### config.mk
export PLATFORM = sky130hd
export DESIGN_NAME = lru_replacer_with_pin_counts_core
export DESIGN_NICKNAME = d
export VERILOG_FILES = /design/src/rtl/lrur_pkg.sv /design/src/rtl/lru_replacer_with_pin_counts_core.sv
export SDC_FILE = /design/constraint.sdc
export NUM_CORES = 1
export LEC_CHECK = 0
export BUFFER_PORTS_ARGS = -buffer_cell sky130_fd_sc_hd__buf_2
export CAP_MARGIN = 20
export CELL_PAD_IN_SITES_DETAIL_PLACEMENT = 2
export CELL_PAD_IN_SITES_GLOBAL_PLACEMENT = 2
export CORE_MARGIN = 5
export CORE_UTILIZATION = 46
export CTS_CLUSTER_DIAMETER = 200
export CTS_CLUSTER_SIZE = 25
export DETAILED_ROUTE_END_ITERATION = 10
export PLACE_DENSITY = 0.74
export SYNTH_ARGS = -nofsm -noshare
export SYNTH_HDL_FRONTEND = slang
export SYNTH_SLANG_ARGS = --single-unit
### constraint.sdc
create_clock -name aclk -period 7.9 [get_ports aclk]
set_clock_uncertainty 0.15 [all_clocks]
set_input_delay 1.58 -clock aclk [delete_from_list [all_inputs] [get_ports aclk]]
set_output_delay 1.58 -clock aclk [all_outputs]
set_load 0.02 [all_outputs]
### src/rtl/lrur_pkg.sv
// Shared types and codes for the LRU frame replacer with pin counts.
package lrur_pkg;

    localparam int FRAME_W = 6;
    localparam int FUNC_W  = 2;

    typedef enum logic [FUNC_W-1:0] {
        FUNC_VICTIM = 2'd0,
        FUNC_PIN    = 2'd1,
        FUNC_UNPIN  = 2'd2,
        FUNC_NOP    = 2'd3
    } func_t;

    typedef enum logic [2:0] {
        ST_CLEAR,
        ST_IDLE,
        ST_READ,
        ST_EVAL,
        ST_LINK,
        ST_RESP
    } state_t;

endpackage

### src/rtl/lru_replacer_with_pin_counts_core.sv
// LRU frame replacer with pin counts: sequencer over frame state and link tables.
//
//   channel  dir  tdata                      tuser
//   s_       in   [5:0] frame                [1:0] func
//   m_       out  [5:0] victim_frame         [0] found, [1] error
//
// Fresh or empty-list victim, no-op or out-of-range frame: IDLE accepts, RESP
// responds. Pin, unpin and list victim: READ, EVAL, LINK when the LRU list is
// relinked, then RESP; the link tables are read in READ and the neighbors
// written in LINK. After reset a clearing pass zeroes the pin counts; no word
// is accepted meanwhile. A stalled output holds the next result in the sequencer.
module lru_replacer_with_pin_counts_core #(
    parameter int FRAMES   = 64,
    parameter int PIN_BITS = 8
) (
    input  logic       aclk,
    input  logic       aresetn,
    input  logic       s_tvalid,
    output logic       s_tready,
    input  logic [7:0] s_tdata,   // [5:0] frame, [7:6] zero
    input  logic [1:0] s_tuser,   // [1:0] func
    output logic       m_tvalid,
    input  logic       m_tready,
    output logic [7:0] m_tdata,   // [5:0] victim_frame, [7:6] zero
    output logic [1:0] m_tuser    // [0] found, [1] error
);

    localparam int FIDX = (FRAMES > 1) ? $clog2(FRAMES) : 1;
    localparam int CW   = $clog2(FRAMES + 1);
    localparam int WW   = FIDX + lrur_pkg::FRAME_W;
    localparam int SW   = PIN_BITS + 1;
    localparam logic [PIN_BITS-1:0] PIN_MAX = '1;
    localparam logic [PIN_BITS-1:0] PIN_ONE = PIN_BITS'(1);

    lrur_pkg::state_t state_reg, state_next;
    lrur_pkg::func_t  func_reg, func_next;
    logic [FIDX-1:0]  op_frame_reg, op_frame_next;
    logic             op_append_reg, op_append_next;
    logic [FIDX-1:0]  res_victim_reg, res_victim_next;
    logic             res_found_reg, res_found_next;
    logic             res_error_reg, res_error_next;
    logic [FIDX-1:0]  oldest_reg, oldest_next;
    logic [FIDX-1:0]  newest_reg, newest_next;
    logic             empty_reg, empty_next;
    logic [CW-1:0]    fresh_reg, fresh_next;
    logic [FIDX-1:0]  clr_idx_reg, clr_idx_next;
    logic             m_tvalid_reg, m_tvalid_next;
    logic [7:0]       m_tdata_reg, m_tdata_next;
    logic [1:0]       m_tuser_reg, m_tuser_next;

    logic [SW-1:0]    state_mem [FRAMES];
    logic [FIDX-1:0]  prev_mem  [FRAMES];
    logic [FIDX-1:0]  next_mem  [FRAMES];
    logic [SW-1:0]    st_rd_reg;
    logic [FIDX-1:0]  prev_rd_reg;
    logic [FIDX-1:0]  next_rd_reg;

    logic             rd_en;
    logic             st_we;
    logic [FIDX-1:0]  st_waddr;
    logic [SW-1:0]    st_wdata;
    logic             prev_we;
    logic [FIDX-1:0]  prev_waddr;
    logic [FIDX-1:0]  prev_wdata;
    logic             next_we;
    logic [FIDX-1:0]  next_waddr;
    logic [FIDX-1:0]  next_wdata;

    lrur_pkg::func_t  s_func;
    logic [WW-1:0]    frame_wide;
    logic             frame_ok;
    logic [FIDX-1:0]  frame_idx;
    logic             accept;
    logic             fresh_avail;
    logic             out_free;
    logic             clr_last;
    logic [WW-1:0]    vic_wide;

    logic [PIN_BITS-1:0] st_pin;
    logic                st_in;
    logic                ev_wr;
    logic [SW-1:0]       ev_wdata;
    logic                ev_link;
    logic                ev_append;
    logic                ev_error;
    logic                ev_found;

    assign s_func      = lrur_pkg::func_t'(s_tuser);
    assign frame_wide  = {{FIDX{1'b0}}, s_tdata[lrur_pkg::FRAME_W-1:0]};
    assign frame_ok    = frame_wide < WW'(FRAMES);
    assign frame_idx   = frame_wide[FIDX-1:0];
    assign s_tready    = (state_reg == lrur_pkg::ST_IDLE);
    assign accept      = s_tvalid && s_tready;
    assign fresh_avail = fresh_reg < CW'(FRAMES);
    assign out_free    = !m_tvalid_reg || m_tready;
    assign clr_last    = clr_idx_reg == FIDX'(FRAMES - 1);
    assign vic_wide    = {{lrur_pkg::FRAME_W{1'b0}}, res_victim_reg};

    assign st_pin = st_rd_reg[PIN_BITS-1:0];
    assign st_in  = st_rd_reg[PIN_BITS];

    assign m_tvalid = m_tvalid_reg;
    assign m_tdata  = m_tdata_reg;
    assign m_tuser  = m_tuser_reg;

    // decision on the frame state read back
    always_comb begin
        ev_wr     = 1'b0;
        ev_wdata  = st_rd_reg;
        ev_link   = 1'b0;
        ev_append = 1'b0;
        ev_error  = 1'b0;
        ev_found  = 1'b0;
        case (func_reg)
            lrur_pkg::FUNC_VICTIM: begin
                ev_wr    = 1'b1;
                ev_wdata = {1'b0, st_pin};
                ev_link  = 1'b1;
                ev_found = 1'b1;
            end
            lrur_pkg::FUNC_PIN: begin
                if (st_pin == PIN_MAX) begin
                    ev_error = 1'b1;
                end else begin
                    ev_wr    = 1'b1;
                    ev_wdata = {st_in && (st_pin != '0), st_pin + PIN_ONE};
                    ev_link  = st_in && (st_pin == '0);
                end
            end
            lrur_pkg::FUNC_UNPIN: begin
                if (st_pin == '0) begin
                    ev_error = 1'b1;
                end else if (st_pin == PIN_ONE && !st_in) begin
                    ev_wr     = 1'b1;
                    ev_wdata  = {1'b1, {PIN_BITS{1'b0}}};
                    ev_link   = 1'b1;
                    ev_append = 1'b1;
                end else begin
                    ev_wr    = 1'b1;
                    ev_wdata = {st_in, st_pin - PIN_ONE};
                end
            end
            default: begin
            end
        endcase
    end

    always_comb begin
        state_next = state_reg;
        unique case (state_reg)
            lrur_pkg::ST_CLEAR: begin
                if (clr_last) state_next = lrur_pkg::ST_IDLE;
            end
            lrur_pkg::ST_IDLE: begin
                if (accept) begin
                    state_next = lrur_pkg::ST_RESP;
                    case (s_func) inside
                        lrur_pkg::FUNC_VICTIM: begin
                            if (!fresh_avail && !empty_reg) state_next = lrur_pkg::ST_READ;
                        end
                        lrur_pkg::FUNC_PIN, lrur_pkg::FUNC_UNPIN: begin
                            if (frame_ok) state_next = lrur_pkg::ST_READ;
                        end
                        default: begin
                        end
                    endcase
                end
            end
            lrur_pkg::ST_READ: state_next = lrur_pkg::ST_EVAL;
            lrur_pkg::ST_EVAL: begin
                state_next = ev_link ? lrur_pkg::ST_LINK : lrur_pkg::ST_RESP;
            end
            lrur_pkg::ST_LINK: state_next = lrur_pkg::ST_RESP;
            lrur_pkg::ST_RESP: begin
                if (out_free) state_next = lrur_pkg::ST_IDLE;
            end
            default: state_next = lrur_pkg::ST_CLEAR;
        endcase
    end

    always_comb begin
        func_next       = func_reg;
        op_frame_next   = op_frame_reg;
        op_append_next  = op_append_reg;
        res_victim_next = res_victim_reg;
        res_found_next  = res_found_reg;
        res_error_next  = res_error_reg;
        oldest_next     = oldest_reg;
        newest_next     = newest_reg;
        empty_next      = empty_reg;
        fresh_next      = fresh_reg;
        clr_idx_next    = clr_idx_reg;
        m_tvalid_next   = m_tvalid_reg && !m_tready;
        m_tdata_next    = m_tdata_reg;
        m_tuser_next    = m_tuser_reg;
        rd_en           = 1'b0;
        st_we           = 1'b0;
        st_waddr        = op_frame_reg;
        st_wdata        = ev_wdata;
        prev_we         = 1'b0;
        prev_waddr      = op_frame_reg;
        prev_wdata      = '0;
        next_we         = 1'b0;
        next_waddr      = op_frame_reg;
        next_wdata      = '0;
        unique case (state_reg)
            lrur_pkg::ST_CLEAR: begin
                st_we        = 1'b1;
                st_waddr     = clr_idx_reg;
                st_wdata     = '0;
                clr_idx_next = clr_idx_reg + FIDX'(1);
            end
            lrur_pkg::ST_IDLE: begin
                if (accept) begin
                    func_next       = s_func;
                    op_frame_next   = frame_idx;
                    res_victim_next = '0;
                    res_found_next  = 1'b0;
                    res_error_next  = 1'b0;
                    if (s_func == lrur_pkg::FUNC_VICTIM) begin
                        if (fresh_avail) begin
                            res_victim_next = fresh_reg[FIDX-1:0];
                            res_found_next  = 1'b1;
                            fresh_next      = fresh_reg + CW'(1);
                        end else begin
                            op_frame_next = oldest_reg;
                        end
                    end
                end
            end
            lrur_pkg::ST_READ: rd_en = 1'b1;
            lrur_pkg::ST_EVAL: begin
                st_we          = ev_wr;
                op_append_next = ev_append;
                res_error_next = ev_error;
                res_found_next = ev_found;
                if (ev_found) res_victim_next = op_frame_reg;
            end
            lrur_pkg::ST_LINK: begin
                if (op_append_reg) begin
                    if (empty_reg) begin
                        oldest_next = op_frame_reg;
                        empty_next  = 1'b0;
                        prev_we     = 1'b1;
                    end else begin
                        next_we    = 1'b1;
                        next_waddr = newest_reg;
                        next_wdata = op_frame_reg;
                        prev_we    = 1'b1;
                        prev_wdata = newest_reg;
                    end
                    newest_next = op_frame_reg;
                end else if (op_frame_reg == oldest_reg && op_frame_reg == newest_reg) begin
                    empty_next  = 1'b1;
                    oldest_next = '0;
                    newest_next = '0;
                end else if (op_frame_reg == oldest_reg) begin
                    oldest_next = next_rd_reg;
                    prev_we     = 1'b1;
                    prev_waddr  = next_rd_reg;
                end else if (op_frame_reg == newest_reg) begin
                    newest_next = prev_rd_reg;
                    next_we     = 1'b1;
                    next_waddr  = prev_rd_reg;
                end else begin
                    next_we    = 1'b1;
                    next_waddr = prev_rd_reg;
                    next_wdata = next_rd_reg;
                    prev_we    = 1'b1;
                    prev_waddr = next_rd_reg;
                    prev_wdata = prev_rd_reg;
                end
            end
            lrur_pkg::ST_RESP: begin
                if (out_free) begin
                    m_tvalid_next = 1'b1;
                    m_tdata_next  = {2'b00, vic_wide[lrur_pkg::FRAME_W-1:0]};
                    m_tuser_next  = {res_error_reg, res_found_reg};
                end
            end
            default: begin
            end
        endcase
    end

    always_ff @(posedge aclk) begin
        if (!aresetn) begin
            state_reg    <= lrur_pkg::ST_CLEAR;
            oldest_reg   <= '0;
            newest_reg   <= '0;
            empty_reg    <= 1'b1;
            fresh_reg    <= '0;
            clr_idx_reg  <= '0;
            m_tvalid_reg <= 1'b0;
        end else begin
            state_reg    <= state_next;
            oldest_reg   <= oldest_next;
            newest_reg   <= newest_next;
            empty_reg    <= empty_next;
            fresh_reg    <= fresh_next;
            clr_idx_reg  <= clr_idx_next;
            m_tvalid_reg <= m_tvalid_next;
        end
    end

    always_ff @(posedge aclk) begin
        func_reg       <= func_next;
        op_frame_reg   <= op_frame_next;
        op_append_reg  <= op_append_next;
        res_victim_reg <= res_victim_next;
        res_found_reg  <= res_found_next;
        res_error_reg  <= res_error_next;
        m_tdata_reg    <= m_tdata_next;
        m_tuser_reg    <= m_tuser_next;
    end

    always_ff @(posedge aclk) begin
        if (st_we) state_mem[st_waddr] <= st_wdata;
        if (prev_we) prev_mem[prev_waddr] <= prev_wdata;
        if (next_we) next_mem[next_waddr] <= next_wdata;
        if (rd_en) begin
            st_rd_reg   <= state_mem[op_frame_reg];
            prev_rd_reg <= prev_mem[op_frame_reg];
            next_rd_reg <= next_mem[op_frame_reg];
        end
    end

endmodule

==> impl_results.html <==
<table>
<tr><th>Metric</th><th>Value</th></tr>
<tr><th colspan="2">Outcome</th></tr>
<tr><td>Run status</td><td>finished, final reports clean</td></tr>
<tr><th colspan="2">Cells and area</th></tr>
<tr><td>Post-route cell area</td><td>between 0.06 and 0.07 mm2</td></tr>
<tr><td>Register with the most flip-flops</td><td>state_mem</td></tr>
<tr><td>Non-filler cells in the finished layout</td><td>between 4000 and 5000</td></tr>
<tr><td>Registers with the highest flip-flop counts</td><td>state_mem (576), next_mem (384), prev_mem (384)</td></tr>
<tr><td>Most common library cell in the layout ignoring fill and taps</td><td>sky130_fd_sc_hd__edfxtp_1</td></tr>
<tr><td>Commonest non-fill, non-tap cells in the layout</td><td>sky130_fd_sc_hd__edfxtp_1 (1390), sky130_fd_sc_hd__mux4_2 (306), sky130_fd_sc_hd__mux2i_1 (128)</td></tr>
<tr><td>Final layout net count</td><td>3015</td></tr>
<tr><td>Area growth from synthesis to layout</td><td>7.99%</td></tr>
<tr><td>Fin util</td><td>49.8%</td></tr>
<tr><td>Number of flip-flops in the largest register</td><td>576</td></tr>
<tr><td>Fraction of final layout cells with drive strength greater than 1</td><td>21.1%</td></tr>
<tr><th colspan="2">Global route</th></tr>
<tr><td>Pin count of the biggest net entering global routing</td><td>122</td></tr>
<tr><td>Overall track demand over capacity in global routing</td><td>26.0%</td></tr>
<tr><td>Global-route wire length before repair</td><td>248 mm</td></tr>
<tr><td>Via count of the first global-routing pass</td><td>32900</td></tr>
<tr><td>Global route overflow</td><td>0</td></tr>
<tr><td>Antenna violations before repair</td><td>3</td></tr>
<tr><th colspan="2">Clock network</th></tr>
<tr><td>CTS max path bufs</td><td>3</td></tr>
<tr><td>Hold bufs inserted after CTS</td><td>0</td></tr>
<tr><td>Clock transition at the register clock pins on the worst setup and hold paths after CTS</td><td>100 ps</td></tr>
<tr><td>Maximum level of the CTS H-tree</td><td>3</td></tr>
<tr><td>Total clock sinks</td><td>1420</td></tr>
<tr><td>Resized Gates After CTS</td><td>0</td></tr>
<tr><td>Clock latency of the later-clocked register in the worst-skew pair</td><td>680 ps</td></tr>
<tr><td>Buffer type at the clock tree root</td><td>sky130_fd_sc_hd__clkbuf_16</td></tr>
<tr><td>Clock buffers created by TritonCTS</td><td>66</td></tr>
<tr><td>Count of buffers added by post-CTS timing repair for setup</td><td>0</td></tr>
<tr><td>Clock tree from TritonCTS</td><td>built</td></tr>
<tr><th colspan="2">Synthesis</th></tr>
<tr><td>Gate count of the mapped netlist</td><td>roughly 3000</td></tr>
<tr><td>Mean area per synthesized cell</td><td>between 15 and 20 um2</td></tr>
<tr><td>Distinct cell type count of the synthesized netlist</td><td>69</td></tr>
<tr><td>Area of the mapped netlist</td><td>roughly 0.057 mm2</td></tr>
<tr><td>Number of enable-type register cells in the synthesized netlist</td><td>about 1400</td></tr>
<tr><td>Fraction of the yosys area taken by sequential cells</td><td>74.5%</td></tr>
<tr><td>#FFs+latches synth</td><td>1420</td></tr>
<tr><td>Synth Flop Type</td><td>sky130_fd_sc_hd__edfxtp_1</td></tr>
<tr><td>Asr flop ratio synth</td><td>0%</td></tr>
<tr><td>Yosys warning total</td><td>0</td></tr>
<tr><th colspan="2">STA</th></tr>
<tr><td>Achievable frequency</td><td>slightly below 200 MHz</td></tr>
<tr><td>Final worst setup slack</td><td>2830 ps</td></tr>
<tr><td>Final period demand of the worst path</td><td>5070 ps</td></tr>
<tr><td>Final Max Tran Viols</td><td>0</td></tr>
<tr><td>Worst hold-check slack</td><td>between 200 and 300 ps</td></tr>
<tr><td>Final setup violating endpoints</td><td>0</td></tr>
<tr><td>Transition time at the pin with the least slew margin</td><td>1200 ps</td></tr>
<tr><td>Hold Vio Cnt, Final</td><td>0</td></tr>
<tr><td>Summed negative setup slack over all endpoints</td><td>0 ps</td></tr>
<tr><td>Tcrit/Tclk final</td><td>between 60 and 70%</td></tr>
<tr><td>RSZ-0062 raised after global routing</td><td>no</td></tr>
<tr><td>Headroom to the max-slew limit</td><td>between 10% and 20%</td></tr>
<tr><th colspan="2">Place</th></tr>
<tr><td>Cell area after placement</td><td>between 0.05 and 0.06 mm2</td></tr>
<tr><td>Post-placement worst setup slack</td><td>approximately 2900 ps</td></tr>
<tr><td>Half-perimeter wire length after placement</td><td>between 100 and 150 mm</td></tr>
<tr><td>PortBufs</td><td>21</td></tr>
<tr><td>Final RePlAce weighted congestion</td><td>0.837</td></tr>
<tr><td>Placed instance count</td><td>4545</td></tr>
<tr><th colspan="2">Die</th></tr>
<tr><td>Core ar.</td><td>0.123 mm2</td></tr>
<tr><td>Initial Utilization</td><td>approximately 46%</td></tr>
<tr><td>IO Pins</td><td>26</td></tr>
<tr><td>Floorplan die width</td><td>362 um</td></tr>
<tr><td>Total Die Area</td><td>0.131 mm2</td></tr>
<tr><td>Die span in y</td><td>362 um</td></tr>
<tr><td>Site row count</td><td>129</td></tr>
<tr><th colspan="2">Worst setup path</th></tr>
<tr><td>Arrival @ worst endpoint</td><td>5210 ps</td></tr>
<tr><td>Critical Path Max Stage Delay</td><td>1030 ps</td></tr>
<tr><td>Worst Path Class, Setup</td><td>register to register</td></tr>
<tr><td>Cell with the biggest individual delay on the critical path</td><td>sky130_fd_sc_hd__nor3_1</td></tr>
<tr><td>Critical Path Fanout Max</td><td>90</td></tr>
<tr><td>Type of destination of the critical path</td><td>register</td></tr>
<tr><td>Data required time at the worst endpoint</td><td>8040 ps</td></tr>
<tr><td>Worst Setup Start Kind</td><td>register</td></tr>
<tr><td>Worst-path cell chain</td><td>buf_12 &gt; xnor2_1 &gt; and4_1 &gt; a21boi_4 &gt; a211oi_1 &gt; nand2_1 &gt; nor3_1</td></tr>
<tr><th colspan="2">Route</th></tr>
<tr><td>Antenna Nets Post-Route</td><td>0</td></tr>
<tr><td>Violation count after the first detailed-routing iteration</td><td>3805</td></tr>
<tr><td>Detailed-route wire length per cell</td><td>36.8 um</td></tr>
<tr><td>Final wirelength</td><td>~170 mm</td></tr>
<tr><td>Via/cell ratio</td><td>6.56</td></tr>
<tr><td>Length of the first detailed-routing pass in iterations</td><td>6</td></tr>
<tr><td>Via count of the routed design</td><td>around 30000</td></tr>
<tr><td>DR DRC count</td><td>0</td></tr>
<tr><th colspan="2">Pwr</th></tr>
<tr><td>Power Total</td><td>12.2 mW</td></tr>
<tr><td>VDD IR max</td><td>0.191 mV</td></tr>
<tr><td>Leakage power</td><td>17.9 nW</td></tr>
<tr><td>Total power density per cell area</td><td>198 mW/mm2</td></tr>
<tr><th colspan="2">Min path</th></tr>
<tr><td>Worst min-delay path category</td><td>register to register</td></tr>
<tr><th colspan="2">Job</th></tr>
<tr><td>Maximum Capacitance Violations</td><td>0</td></tr>
</table>
==> worst max-delay path, delay by kind of cell, from the launching register on <==
kind	cells	cell delay (ps)
AOI/OAI and AO/OA	2	870
xor gates and xnor gates	1	220
buffers and inverters	1	510
DFF	1	620
and+or+nand+nor	3	2260
==> kinds of logic after synthesis <==
kind of cell	after synthesis	synth area share (%)
other	1	0.00659
AO/OA/AOI/OAI	340	4.02
adder cells (fa/ha/maj)	11	0.242
XOR/XNOR	22	0.339
flip-flops	1420	74.5
multiplexers	462	14.9
buffers and inverters	206	1.63
AND/OR/NAND/NOR	496	4.38
==> synth_stat cells (all sizes together) (16+ instances only) <==
| cell type | instances | area (um2) |
|---|---|---|
| o41ai | 16 | 140 |
| mux4 | 306 | 6890 |
| nor3 | 153 | 846 |
| edfxtp | 1390 | 41700 |
| o21ai | 52 | 260 |
| o22ai | 91 | 569 |
| nor2 | 108 | 405 |
| clkbuf | 93 | 349 |
| a22oi | 23 | 173 |
| nand2 | 110 | 413 |
| a22o | 23 | 201 |
| nand3 | 20 | 100 |
| buf | 98 | 522 |
| a221o | 16 | 160 |
| mux2 | 28 | 315 |
| dfxtp | 30 | 601 |
| xnor2 | 17 | 149 |
| mux2i | 128 | 1280 |
| a21oi | 61 | 313 |
| nand2b | 19 | 119 |
==> worst paths after layout <==
path,startpoint,to,slack [ps],depth (start not counted)
worst max-delay path,op_frame_reg[2]$_DFFE_PP_,next_mem[7][2]$_DFFE_PP_,2830,7
worst min-delay path,res_victim_reg[1]$_DFFE_PP_,m_tdata[1]$_DFFE_PP_,290,0
worst max register to register,op_frame_reg[2]$_DFFE_PP_,next_mem[7][2]$_DFFE_PP_,2830,7
worst min register to register,res_victim_reg[1]$_DFFE_PP_,m_tdata[1]$_DFFE_PP_,290,0
==> area by class of cell <==
| class | instances | area (um2) |
|---|---|---|
| Fill cell | 10800 | 61900 |
| Inverter | 15 | 56.3 |
| Tap cell | 1637 | 2050 |
| Multi-Input combinational cell | 1333 | 13900 |
| Antenna cell | 1 | 2.50 |
| Clock buffer | 88 | 1840 |
| Sequential cell | 1420 | 42300 |
| Clock inverter | 2 | 16.3 |
| Timing Repair Buffer | 154 | 1210 |
==> layer usage <==
layer	up-vias	track usage (%)	part of all wire [%]
li1	12200	-	-
met1	16600	35.5	40
met2	1406	43.6	50
met3	340	3.02	5.8
met4	4	9.62	4.0
met5	-	0	0.016
==> power breakdown <==
group | total [mW] | internal [mW] | switching [mW]
Clock | 3.95 | 1.65 | 2.30
Combinational | 0.0703 | 0.0199 | 0.0504
Sequential | 8.16 | 8.15 | 0.0102
Total | 12.2 | 9.82 | 2.36
(Power assumes the default switching activity.)
